### src/rtl/slice_exterior_fill_from_edges_macros.svh
// Assertion macros shared by the slice exterior fill RTL.
`ifndef SLICE_EXTERIOR_FILL_FROM_EDGES_MACROS_SVH
`define SLICE_EXTERIOR_FILL_FROM_EDGES_MACROS_SVH

// Same-cycle implication, sampled on clock, off during reset.
`define SEF_ASSERT_NOW(label, ante, cons, msg) \
   label: assert property (@(posedge clock) disable iff (reset) (ante) |-> (cons)) \
      else $error(msg);

// Next-cycle implication, sampled on clock, off during reset.
`define SEF_ASSERT_NEXT(label, ante, cons, msg) \
   label: assert property (@(posedge clock) disable iff (reset) (ante) |=> (cons)) \
      else $error(msg);

`endif

### src/rtl/sef_pkg.sv
// Types and constants of the slice exterior fill block.
package sef_pkg;

   localparam logic [15:0] FULL_VALUE  = 16'hFFFF;
   localparam logic [15:0] BORDER_VAL  = FULL_VALUE / 16'd2;
   localparam logic [15:0] OUTSIDE_VAL = FULL_VALUE / 16'd4;

   localparam int PIX_W   = 16;
   localparam int COORD_W = 8;
   localparam int DIM_W   = 9;

   typedef enum logic [1:0] {
      OP_WRITE = 2'd0,
      OP_READ  = 2'd1,
      OP_FILL  = 2'd2
   } opcode_type;

   typedef enum logic [0:0] {
      CSR_SLICE_WIDTH  = 1'b0,
      CSR_SLICE_HEIGHT = 1'b1
   } csr_index_type;

   typedef enum logic [1:0] {
      ST_IDLE,
      ST_READ_WAIT,
      ST_FILL,
      ST_PUSH
   } ctl_state_type;

   typedef enum logic [1:0] {
      SQ_IDLE,
      SQ_READ,
      SQ_CHECK
   } seq_state_type;

   typedef enum logic [1:0] {
      PH_ROW_FWD,
      PH_ROW_REV,
      PH_COL_FWD,
      PH_COL_REV
   } phase_type;

   typedef struct packed {
      logic [DIM_W-1:0] width;
      logic [DIM_W-1:0] height;
   } dims_type;

   typedef struct packed {
      logic busy;
      logic done;
   } seq_status_type;

endpackage

### src/rtl/sef_fill_seq.sv
// Fill sequencer: walks row scans then column scans, reading each pixel, then checking and writing it back.
module sef_fill_seq
   import sef_pkg::*;
#(
   parameter int MAX_WIDTH  = 256,
   parameter int MAX_HEIGHT = 256
) (
   input  logic             clock,
   input  logic             reset,
   input  logic             start,
   input  dims_type         dims,
   output seq_status_type   status,
   output logic             mem_en,
   output logic             mem_we,
   output logic [((MAX_HEIGHT > 1) ? $clog2(MAX_HEIGHT) : 1)
                 + ((MAX_WIDTH > 1) ? $clog2(MAX_WIDTH) : 1)-1:0] mem_addr,
   output logic [PIX_W-1:0] mem_wdata,
   input  logic [PIX_W-1:0] mem_rdata
);
   localparam int RW = (MAX_HEIGHT > 1) ? $clog2(MAX_HEIGHT) : 1;
   localparam int CW = (MAX_WIDTH > 1) ? $clog2(MAX_WIDTH) : 1;
   localparam int IW = (RW > CW) ? RW : CW;
   localparam int DW = 14;

   seq_state_type state_ff, state_in;
   phase_type     phase_ff, phase_in;
   logic [IW-1:0] outer_ff, outer_in;
   logic [IW-1:0] inner_ff, inner_in;
   logic [IW-1:0] w_last_ff, w_last_in;
   logic [IW-1:0] h_last_ff, h_last_in;
   logic          done_ff, done_in;

   logic [DW-1:0] w_full, h_full, w_eff, h_eff;
   logic          row_phase, fwd_phase, border, scan_end;
   logic [IW-1:0] row_sel, col_sel;

   // Clamp the active area to the store.
   assign w_full = DW'(dims.width);
   assign h_full = DW'(dims.height);
   assign w_eff  = (w_full > DW'(MAX_WIDTH))  ? DW'(MAX_WIDTH)  : w_full;
   assign h_eff  = (h_full > DW'(MAX_HEIGHT)) ? DW'(MAX_HEIGHT) : h_full;

   assign row_phase = (phase_ff == PH_ROW_FWD) || (phase_ff == PH_ROW_REV);
   assign fwd_phase = (phase_ff == PH_ROW_FWD) || (phase_ff == PH_COL_FWD);
   assign row_sel   = row_phase ? outer_ff : inner_ff;
   assign col_sel   = row_phase ? inner_ff : outer_ff;
   assign mem_addr  = {row_sel[RW-1:0], col_sel[CW-1:0]};
   assign mem_wdata = OUTSIDE_VAL;

   assign border   = (mem_rdata == BORDER_VAL);
   assign scan_end = border
                     || (fwd_phase && (inner_ff == (row_phase ? w_last_ff : h_last_ff)))
                     || (!fwd_phase && (inner_ff == '0));

   always_ff @(posedge clock) begin
      if (reset) begin
         state_ff <= SQ_IDLE;
         done_ff  <= 1'b0;
      end else begin
         state_ff <= state_in;
         done_ff  <= done_in;
      end
      phase_ff  <= phase_in;
      outer_ff  <= outer_in;
      inner_ff  <= inner_in;
      w_last_ff <= w_last_in;
      h_last_ff <= h_last_in;
   end

   always_comb begin
      state_in  = state_ff;
      phase_in  = phase_ff;
      outer_in  = outer_ff;
      inner_in  = inner_ff;
      w_last_in = w_last_ff;
      h_last_in = h_last_ff;
      done_in   = 1'b0;
      mem_en    = 1'b0;
      mem_we    = 1'b0;
      case (state_ff)
         SQ_IDLE: begin
            if (start) begin
               if ((w_eff == '0) || (h_eff == '0)) begin
                  done_in = 1'b1;
               end else begin
                  w_last_in = IW'(w_eff - DW'(1));
                  h_last_in = IW'(h_eff - DW'(1));
                  phase_in  = PH_ROW_FWD;
                  outer_in  = '0;
                  inner_in  = '0;
                  state_in  = SQ_READ;
               end
            end
         end
         SQ_READ: begin
            mem_en   = 1'b1;
            state_in = SQ_CHECK;
         end
         SQ_CHECK: begin
            // Overwrite anything but a border pixel; a border pixel ends the scan.
            mem_en   = !border;
            mem_we   = !border;
            state_in = SQ_READ;
            if (!scan_end) begin
               inner_in = fwd_phase ? inner_ff + IW'(1) : inner_ff - IW'(1);
            end else begin
               case (phase_ff)
                  PH_ROW_FWD: begin
                     phase_in = PH_ROW_REV;
                     inner_in = w_last_ff;
                  end
                  PH_ROW_REV: begin
                     inner_in = '0;
                     if (outer_ff == h_last_ff) begin
                        phase_in = PH_COL_FWD;
                        outer_in = '0;
                     end else begin
                        phase_in = PH_ROW_FWD;
                        outer_in = outer_ff + IW'(1);
                     end
                  end
                  PH_COL_FWD: begin
                     phase_in = PH_COL_REV;
                     inner_in = h_last_ff;
                  end
                  PH_COL_REV: begin
                     inner_in = '0;
                     if (outer_ff == w_last_ff) begin
                        state_in = SQ_IDLE;
                        done_in  = 1'b1;
                     end else begin
                        phase_in = PH_COL_FWD;
                        outer_in = outer_ff + IW'(1);
                     end
                  end
                  default: begin
                     state_in = SQ_IDLE;
                     done_in  = 1'b1;
                  end
               endcase
            end
         end
         default: begin
            state_in = SQ_IDLE;
         end
      endcase
   end

   assign status.busy = (state_ff != SQ_IDLE);
   assign status.done = done_ff;
endmodule

### config.mk
export PLATFORM = sky130hd
export DESIGN_NAME = sef_fill_seq
export DESIGN_NICKNAME = d
export VERILOG_FILES = /design/src/rtl/slice_exterior_fill_from_edges_macros.svh /design/src/rtl/sef_pkg.sv /design/src/rtl/sef_fill_seq.sv
export SDC_FILE = /design/constraint.sdc
export NUM_CORES = 1
export LEC_CHECK = 0
export ABC_AREA = 0
export BUFFER_PORTS_ARGS = -buffer_cell sky130_fd_sc_hd__buf_2
export CAP_MARGIN = 5
export CORE_MARGIN = 4
export CORE_UTILIZATION = 59
export CTS_CLUSTER_SIZE = 12
export DETAILED_ROUTE_END_ITERATION = 10
export GPL_ROUTABILITY_DRIVEN = 0
export GPL_TIMING_DRIVEN = 1
export PLACE_DENSITY_LB_ADDON = 0.25
export SLEW_MARGIN = 20
export SYNTH_ARGS = -nofsm -noshare
export SYNTH_HDL_FRONTEND = slang
export SYNTH_SLANG_ARGS = --single-unit
### constraint.sdc
create_clock -name clock -period 12.1 [get_ports clock]
set_input_delay 3.63 -clock clock [delete_from_list [all_inputs] [get_ports clock]]
set_output_delay 3.63 -clock clock [all_outputs]
set_load 0.01 [all_outputs]
==> summary.md, run 1 <==
| Metric | Value |
|---|---|
| Status | completed |
| # Max-Cap Violations | 0 |
| Worst rel slew slack | 0.4476 |
| TritonCTS clock tree | done |
| Largest family of logic cells by synthesized area | simple AND/OR/NAND/NOR gates |
| Final worst-path cycle share | 0.6864 |
| Arrival time worst endpoint | 4.68 ns |
| Setup-failing EPs final | 0 |
| Asr flop ratio synth | 0 |
| Mapped Avg Cell Area | 9.404 sq um |
| Dominant cell type by area after synthesis | edfxtp_1 |
| DRT antenna net count | 0 |
| Post-Synth Adder-Cell Area | 0.07318 |
| Clock skew | 0.005909 ns |
| CTS buffer count | 5 |
| Max Buffers Root-to-Sink | 2 |
| PostCTS Resize Cnt | 0 |
| Xor/xnor share of the synthesized area | 0.1135 |
| Overall routing resource usage | 0.2151 |
| Htree depth | 2 |
| Minimum clock period | 8.305 ns |
| YS warnings | 0 |
| Final Hold Fails | 0 |
| Largest cells by area after synthesis | edfxtp_1 (34%), xnor2_1 (9.0%), ha_1 (6.7%) |
| Worst slew pin tran | 0.8286 ns |
| Fill count | 412 |
| Boundary Pins | 73 |
| Area share of the leading cell type in the synthesized netlist | 0.3393 |
| Die width | 79.42 um |
| RSZ-0062 raised after global routing | no |
| CP Launch Type | primary input |
| Setup bufs post-CTS | 0 |
| Area delta synth->final | 11.19% |
| Layout cells sized above 1 | 0.2283 |
| Synthesized area | 3009 sq um |
| Required time of the critical path | 8.47 ns |
| Synth Area in Simple Gates | 0.1825 |
| Leak | 1.377 nW |
| CP Max Fanout | 2 |
| Total iterations of the first detailed-routing run | 4 |
| Setup TNS | 0 ns |
| Post-synthesis mux area share | 0.08690 |
| Initial antenna violation count | 0 |
| Vias in the first global route | 2315 |
| Die Y | 79.42 um |
| Register bit total from synthesis | 37 |
| Core area | 4817 sq um |
| Most frequent cell on the critical path | buf_2 |
| Number of vias per cell | 5.556 |
| Initial Utilization | 0.6247 |
| Pwr dens | 118.7 nW/um^2 |
| Clk Latency, worst-skew pair | 0.30 ns |
| Register area share after synthesis | 0.3593 |
| Place WS | 3.785 ns |
| Hpwl dp | 5.028 mm |
| Post-synth EDFFs | 34 |
| Root buffer cell | clkbuf_8 |
| Slowest-stage cell, CP | nor4_1 |
| Drt drc | 0 |
| Slew Viols, Final | 0 |
| Worst vdd ir | 57.59 uV |
| Largest net degree at the start of global routing | 29 |
| IO buf count | 56 |
| Routed WL | 6.477 mm |
| Synth Area in Compound Gates | 0.09688 |
| CP Cell Sequence | buf_2 > nand4b_1 > nor4_1 > nor2_1 > o21a_1 > buf_2 |
| Synth unique cells | 47 |
| Vias | 2417 |
| Worst min-delay path class | flop to flop |
| Worst stage delay on the critical path | 0.38 ns |
| Diode count | 0 |
| CP endpoint kind | output pin |
| 1st-iter DRT viols | 157 |
| CP Class | primary input to output pin |
| Synth Instances | 320 |
| Final worst slack | 3.795 ns |
| Top_reg_cell synth | edfxtp_1 |
| Nets | 421 |
| R2r setup slk | 9.29 ns |
| Most common cell in the netlist | edfxtp_1 |
| Synth top cells by count | edfxtp_1 (34), xnor2_1 (31), nor2_1 (22) |
| CTS clk-pin slew, worst paths | 0.07 ns |
| Clk sinks | 37 |
| # rows | 25 |
| Routed WL per cell | 14.89 um |
| Fmax achieved | 120.4 MHz |
| Number of hold buffers added after CTS | 0 |
| First-pass GRT wire length | 10.61 mm |
| Grt ovf | 0 |
| Die Footprint | 6307 sq um |
-- worst max-delay path, delay by kind of cell --
family          cells  cell delay (ns)
simple gates        3             0.64
compound gates      1             0.18
buf+inv             2             0.22
-- logic make-up (layout without fill, tap and decap cells) --
| family | count (synthesis) | after routing |
|---|---|---|
| simple gates | 106 | 106 |
| buf+inv | 49 | 83 |
| compound gates | 46 | 46 |
| xor+xnor | 39 | 39 |
| flops | 37 | 37 |
| mux | 24 | 24 |
| fa+ha+maj | 17 | 17 |
| other cells | 2 | 16 |
-- final timing paths --
path,from,to,depth (start not counted)
worst min register to register,state_ff[0],state_ff[0],2
worst min-delay path,state_ff[0],state_ff[0],2
worst max-delay path,mem_rdata[15],mem_en,6
worst max register to register,phase_ff[1],phase_ff[0],7
-- report_power, final --
part	leakage [nW]	internal, W	switching, W
registers	0.350	0.000158	0.0000229
clock network	0.0450	0.0000399	0.0000439
logic	0.982	0.0000620	0.0000702
-- routing by layer --
layer / track usage / wire length (um)
met1: 0.2674 / 2669
met2: 0.3779 / 3267
met3: 0.03837 / 442
met4: 0.06873 / 98
met5: 0 / 0
-- cells in the final DEF (no fill, tap or decap), drive strengths merged, types with 8 or more instances in the layout --
cell type / instances
xor2: 8
nand3: 13
xnor2: 31
nand2: 20
nor3: 12
mux2i: 10
ha: 16
inv: 18
or3: 10
conb: 16
o21ai: 11
edfxtp: 34
buf: 57
nor2: 22
a21oi: 18
mux2: 14
-- sequential cells by signal, summed over array words and instances (netlist names) --
| name | count |
|---|---|
| inner_ff | 8 |
| outer_ff | 8 |
| w_last_ff | 8 |
| done_ff | 1 |
| state_ff | 2 |
| phase_ff | 2 |
| h_last_ff | 8 |
-- metrics by stage --
step | hold slack [ns] | instance area (sq um) | power (W) | std cells | util
after CTS | 0.6763 | 3324 | 0.0003946 | 434 | 0.6901
after floorplan | 0.5952 | 3062 | 0.0002786 | 334 | -
after detailed placement | 0.6664 | 3242 | 0.0003135 | 426 | 0.6730
after global routing | 0.7152 | 3346 | 0.0004197 | 435 | 0.6945
final | 0.6733 | 3346 | 0.0003970 | 435 | 0.6945
after global placement | 0.6321 | 3242 | 0.0003086 | 426 | 0.6730
-- area by class of cell --
type	count	area, sq um	share of cell area
inverter	18	67.56	0.02019
clock buffer	6	72.57	0.02169
tap	67	83.83	0.02506
timing repair buffer	57	295.3	0.08826
clock inverter	2	10.01	0.002992
sequential	37	1081	0.3231
multi-input combinational	248	1735	0.5187
(Power assumes the default switching activity.)
==> run 2: changes to the inputs <==
--- a/config.mk
+++ b/config.mk
@@ -9,7 +9,7 @@
 export BUFFER_PORTS_ARGS = -buffer_cell sky130_fd_sc_hd__buf_2
 export CAP_MARGIN = 5
 export CORE_MARGIN = 4
-export CORE_UTILIZATION = 59
+export CORE_UTILIZATION = 54
 export CTS_CLUSTER_SIZE = 12
 export DETAILED_ROUTE_END_ITERATION = 10
 export GPL_ROUTABILITY_DRIVEN = 0
==> constraint.sdc (replaced) <==
create_clock -name clock -period 8.5 [get_ports clock]
set_input_delay 2.55 -clock clock [delete_from_list [all_inputs] [get_ports clock]]
set_output_delay 2.55 -clock clock [all_outputs]
set_load 0.01 [all_outputs]
==> run 2 against run 1 <==
  * Wire length up 2.4%
  * Critical path type unchanged
  * Clock power up 83%
  * Die area up 8.3%
  * Flip-flop and latch count unchanged
  * Clock skew down 0.0011 ns
  * Critical path depth unchanged
==> summary.md, run 2 (synthesis results as in run 1) <==
| Metric | Value |
|---|---|
| Start point of the critical path | mem_rdata[15] |
| Commonest cells after routing, fill and taps aside | buf_2 (56), edfxtp_1 (34), xnor2_1 (31) |
| Fmax achieved | 163.2 MHz |
| IO buf count | 56 |
| Non-filler cells, final | 438 |
| Leak | 1.388 nW |
| Met3 routed WL | 446 um |
| Total iterations of the first detailed-routing run | 4 |
| Hpwl dp | 5.105 mm |
| DP Area | 3246 sq um |
| Root buffer cell | clkbuf_8 |
| Number of cells on the critical path | 6 |
| RR Startpoint | phase_ff[1] |
| Htree depth | 2 |
| Vias in the first global route | 2220 |
| Diode count | 0 |
| Reg2Reg Depth | 7 |
| Worst min-delay path class | flop to flop |
| Final worst-path cycle share | 0.7208 |
| Uppermost layer routed | met4 |
| Die Footprint | 6831 sq um |
| Die Y | 82.65 um |
| Number of vias per cell | 5.555 |
| Worst rel slew slack | 0.4260 |
| CTS buffer count | 5 |
| CP endpoint kind | output pin |
| Slew Viols, Final | 0 |
| Final Hold Fails | 0 |
| Overall routing resource usage | 0.2008 |
| WL met1 | 2.846 mm |
| Fill count | 455 |
| RSZ-0062 raised after global routing | no |
| CP Class | primary input to output pin |
| Largest net degree at the start of global routing | 29 |
| # Max-Cap Violations | 0 |
| Boundary Pins | 73 |
| Hold_sp | state_ff[0] |
| Post-route cell area | 3378 sq um |
| CTS clk-pin slew, worst paths | 0.07 ns |
| Most frequent cell on the critical path | buf_2 |
| Setup-failing EPs final | 0 |
| Max Buffers Root-to-Sink | 2 |
| Minimum clock period | 6.127 ns |
| Setup TNS | 0 ns |
| Pwr dens | 177.2 nW/um^2 |
| Arrival time worst endpoint | 3.58 ns |
| Hold path cells | 2 |
| TritonCTS clock tree | done |
| Slowest-stage cell, CP | nor4_1 |
| Clk sinks | 37 |
| Initial Utilization | 0.5745 |
| CP Cell Sequence | buf_2 > nand4b_1 > nor4_1 > nor2_1 > o21a_1 > buf_2 |
| Crit-path leading delay family | simple AND/OR/NAND/NOR gates |
| Drt drc | 0 |
| Nets | 421 |
| Setup bufs post-CTS | 0 |
| Routed WL | 6.634 mm |
| Die width | 82.65 um |
| Worst slew pin tran | 0.8611 ns |
| Total power | 0.0005987 W |
| Worst vdd ir | 109.3 uV |
| Routed WL per cell | 15.15 um |
| Worst stage delay on the critical path | 0.38 ns |
| Layout cells sized above 1 | 0.2283 |
| Vias | 2433 |
| Commonest non-fill, non-tap cell in the layout | buf_2 |
| Initial antenna violation count | 0 |
| WP buf/inv | 2 |
| Status | completed |
| Grt ovf | 0 |
| DP Cell Count | 429 |
| WHS | 0.6553 ns |
| First-pass GRT wire length | 10.47 mm |
| Required time of the critical path | 5.95 ns |
| Area delta synth->final | 12.27% |
| CP Max Fanout | 2 |
| PostCTS Resize Cnt | 0 |
| Met2 wire length | 3.111 mm |
| Clock skew | 0.004784 ns |
| 1st-iter DRT viols | 132 |
| # rows | 26 |
| Core area | 5238 sq um |
| DRT antenna net count | 0 |
| Number of hold buffers added after CTS | 0 |
| CP Launch Type | primary input |
| Clk Latency, worst-skew pair | 0.30 ns |
==> run 2: cell count changes in the layout (fill, tap and decap cells not counted), sizes merged <==
cell	before	now
bufinv	0	1
clkinv	2	1
==> run 2: power breakdown <==
part,internal [W],total (W),leakage (nW),switching [W]
registers,0.000225,0.000257,0.350,0.0000323
clock network,0.0000880,0.000153,0.0554,0.0000646
logic,0.0000883,0.000189,0.982,0.000101
total,0.000401,0.000599,1.39,0.000197
==> run 2: final timing paths <==
check / to / slack [ns]
worst min-delay path: state_ff[0] / 0.66
worst max register to register: phase_ff[0] / 5.64
worst max-delay path: mem_en / 2.37
worst min register to register: state_ff[0] / 0.66
==> run 2: per-layer routing <==
metal,up-vias,global-route usage
li1,1199,-
met1,1114,0.2621
met2,99,0.3245
met3,21,0.03796
met4,0,0.08660
met5,-,0
==> run 2: through the flow <==
stage | util | setup slack [ns]
global route | 0.6450 | 2.249
detailed placement | 0.6197 | 2.364
finish | 0.6450 | 2.373
CTS | 0.6409 | 2.357
floorplan | - | 2.612
global placement | 0.6197 | 2.374
==> run 2: tightest hold or removal path, cell delays in order, from the launching register on <==
cell	delay [ns]
dfxtp_1	0.36
o211ai_1	0.18
a31oi_1	0.07
==> run 2: area by class of cell <==
type | instances | area [sq um] | share of cell area
Multi-Input combinational cell | 248 | 1735 | 0.5137
Sequential cell | 37 | 1081 | 0.3200
Timing Repair Buffer | 57 | 295.3 | 0.08741
Tap cell | 70 | 87.58 | 0.02593
Clock buffer | 6 | 72.57 | 0.02148
Inverter | 18 | 67.56 | 0.02000
Clock inverter | 2 | 38.79 | 0.01148
==> run 3: changes to the inputs <==
==> constraint.sdc (replaced) <==
create_clock -name clock -period 5.8 [get_ports clock]
set_input_delay 1.74 -clock clock [delete_from_list [all_inputs] [get_ports clock]]
set_output_delay 1.74 -clock clock [all_outputs]
set_load 0.01 [all_outputs]
==> run 3 against run 2 <==
  * Register-to-register slack worse by 2.7 ns
  * Sequential power is 47% higher
  * Non-clock buffer count is 1 higher
  * Largest cell class unchanged
==> summary.md, run 3 (synthesis results as in run 1) <==
| Metric | Value |
|---|---|
| Area of the multi-input gates | 1729 sq um |
| Die width | 82.65 um |
| Commonest non-fill, non-tap cell in the layout | buf_2 |
| Hold path cells | 3 |
| CP Launch Type | primary input |
| Clk Latency, worst-skew pair | 0.28 ns |
| Routed WL | 6.663 mm |
| Setup bufs post-CTS | 0 |
| CP Class | primary input to output pin |
| Non-filler cells, final | 439 |
| CP Cell Sequence | buf_2 > nand4b_1 > nor4_1 > nor2_1 > o21a_1 > buf_2 |
| # Max-Cap Violations | 0 |
| Minimum clock period | 4.530 ns |
| Number of hold buffers added after CTS | 0 |
| Vias | 2445 |
| Total iterations of the first detailed-routing run | 4 |
| Htree depth | 2 |
| Nets | 422 |
| Max Buffers Root-to-Sink | 2 |
| Routed WL per cell | 15.18 um |
| Leak | 1.391 nW |
| Worst rel slew slack | 0.4485 |
| # rows | 26 |
| DP Cell Count | 430 |
| TritonCTS clock tree | done |
| Diode count | 0 |
| Core area | 5238 sq um |
| First-pass GRT wire length | 10.30 mm |
| Final worst-path cycle share | 0.7811 |
| CTS clk-pin slew, worst paths | 0.08 ns |
| Setup TNS | 0 ns |
| Slowest-stage cell, CP | nor4_1 |
| Pwr dens | 258.5 nW/um^2 |
| Number of vias per cell | 5.569 |
| Most frequent cell on the critical path | buf_2 |
| Overall routing resource usage | 0.1973 |
| Initial antenna violation count | 0 |
| 1st-iter DRT viols | 187 |
| DRT antenna net count | 0 |
| Arrival time worst endpoint | 2.79 ns |
| Commonest cells after routing, fill and taps aside | buf_2 (56), edfxtp_1 (34), xnor2_1 (31) |
| Worst slew pin tran | 0.8273 ns |
| IO buf count | 56 |
| Drt drc | 0 |
| Grt ovf | 0 |
| Clock skew | 0.007920 ns |
| CTS buffer count | 5 |
| Boundary Pins | 73 |
| Final Hold Fails | 0 |
| Die Footprint | 6831 sq um |
| Area delta synth->final | 12.31% |
| Required time of the critical path | 4.06 ns |
| Root buffer cell | clkbuf_8 |
| CP Max Fanout | 2 |
| Initial Utilization | 0.5745 |
| Setup-failing EPs final | 0 |
| Register Area | 1081 sq um |
| Vias in the first global route | 2160 |
| Largest net degree at the start of global routing | 29 |
| Hpwl dp | 5.152 mm |
| PostCTS Resize Cnt | 0 |
| Layout cells sized above 1 | 0.2304 |
| Worst stage delay on the critical path | 0.36 ns |
| Slew Viols, Final | 0 |
| Worst min-delay path class | flop to flop |
| Clk sinks | 37 |
| CP endpoint kind | output pin |
| Status | completed |
| RSZ-0062 raised after global routing | no |
| Fmax achieved | 220.7 MHz |
| Die Y | 82.65 um |
| Worst vdd ir | 129.5 uV |
| Fill count | 463 |
| Reg2Reg Depth | 7 |
[run 3: changes by cell type in the layout (fill, tap and decap cells not counted), sizes merged]
cell / delta
buf: +1
[run 3: worst max-delay path: cells and delay by family]
family | cells | cell delay (ns)
buf+inv | 2 | 0.24
simple gates | 3 | 0.62
compound gates | 1 | 0.19
[run 3: metrics by stage]
| stage | total power, W | utilization | hold slack (ns) | area, sq um | worst slack [ns] |
|---|---|---|---|---|---|
| 6_report | 0.0008735 | 0.6452 | 0.6582 | 3379 | 1.270 |
| 3_5_place_dp | 0.0006544 | 0.6211 | 0.6507 | 3253 | 1.249 |
| 5_1_grt | 0.0009256 | 0.6452 | 0.7100 | 3379 | 1.132 |
| 4_1_cts | 0.0008744 | 0.6424 | 0.6625 | 3364 | 1.245 |
| 3_3_place_gp | 0.0006473 | 0.6211 | 0.6288 | 3253 | 1.295 |
| 2_1_floorplan | 0.0005811 | - | 0.5952 | 3062 | 1.071 |
[run 3: final timing paths]
path                               startpoint  slack (ns)          end
worst max-delay path            mem_rdata[15]        1.27       mem_en
worst min register to register    state_ff[1]        0.66  state_ff[1]
worst max register to register    phase_ff[1]        2.89  phase_ff[1]
worst min-delay path              state_ff[1]        0.66  state_ff[1]
[run 3: metal layers]
layer / vias up / track usage / share of wire
met5: - / 0 / 0
met4: 0 / 0.06209 / 0.019
met3: 11 / 0.03688 / 0.065
met2: 92 / 0.3269 / 0.49
met1: 1144 / 0.2606 / 0.43
li1: 1198 / - / -
[run 3: power by group]
group          total, W  leakage [nW]  internal (W)  switching (W)
Sequential     0.000377         0.350      0.000330      0.0000476
Clock          0.000219        0.0554      0.000129      0.0000900
Combinational  0.000277         0.985      0.000130       0.000147
[run 3: area by class of cell]
class | instances | share of cell area
clock buffer | 6 | 0.02147
clock inverter | 2 | 0.01148
inverter | 18 | 0.01999
multi-input combinational | 248 | 0.5117
sequential | 37 | 0.3199
tap | 70 | 0.02592
timing repair buffer | 58 | 0.08960
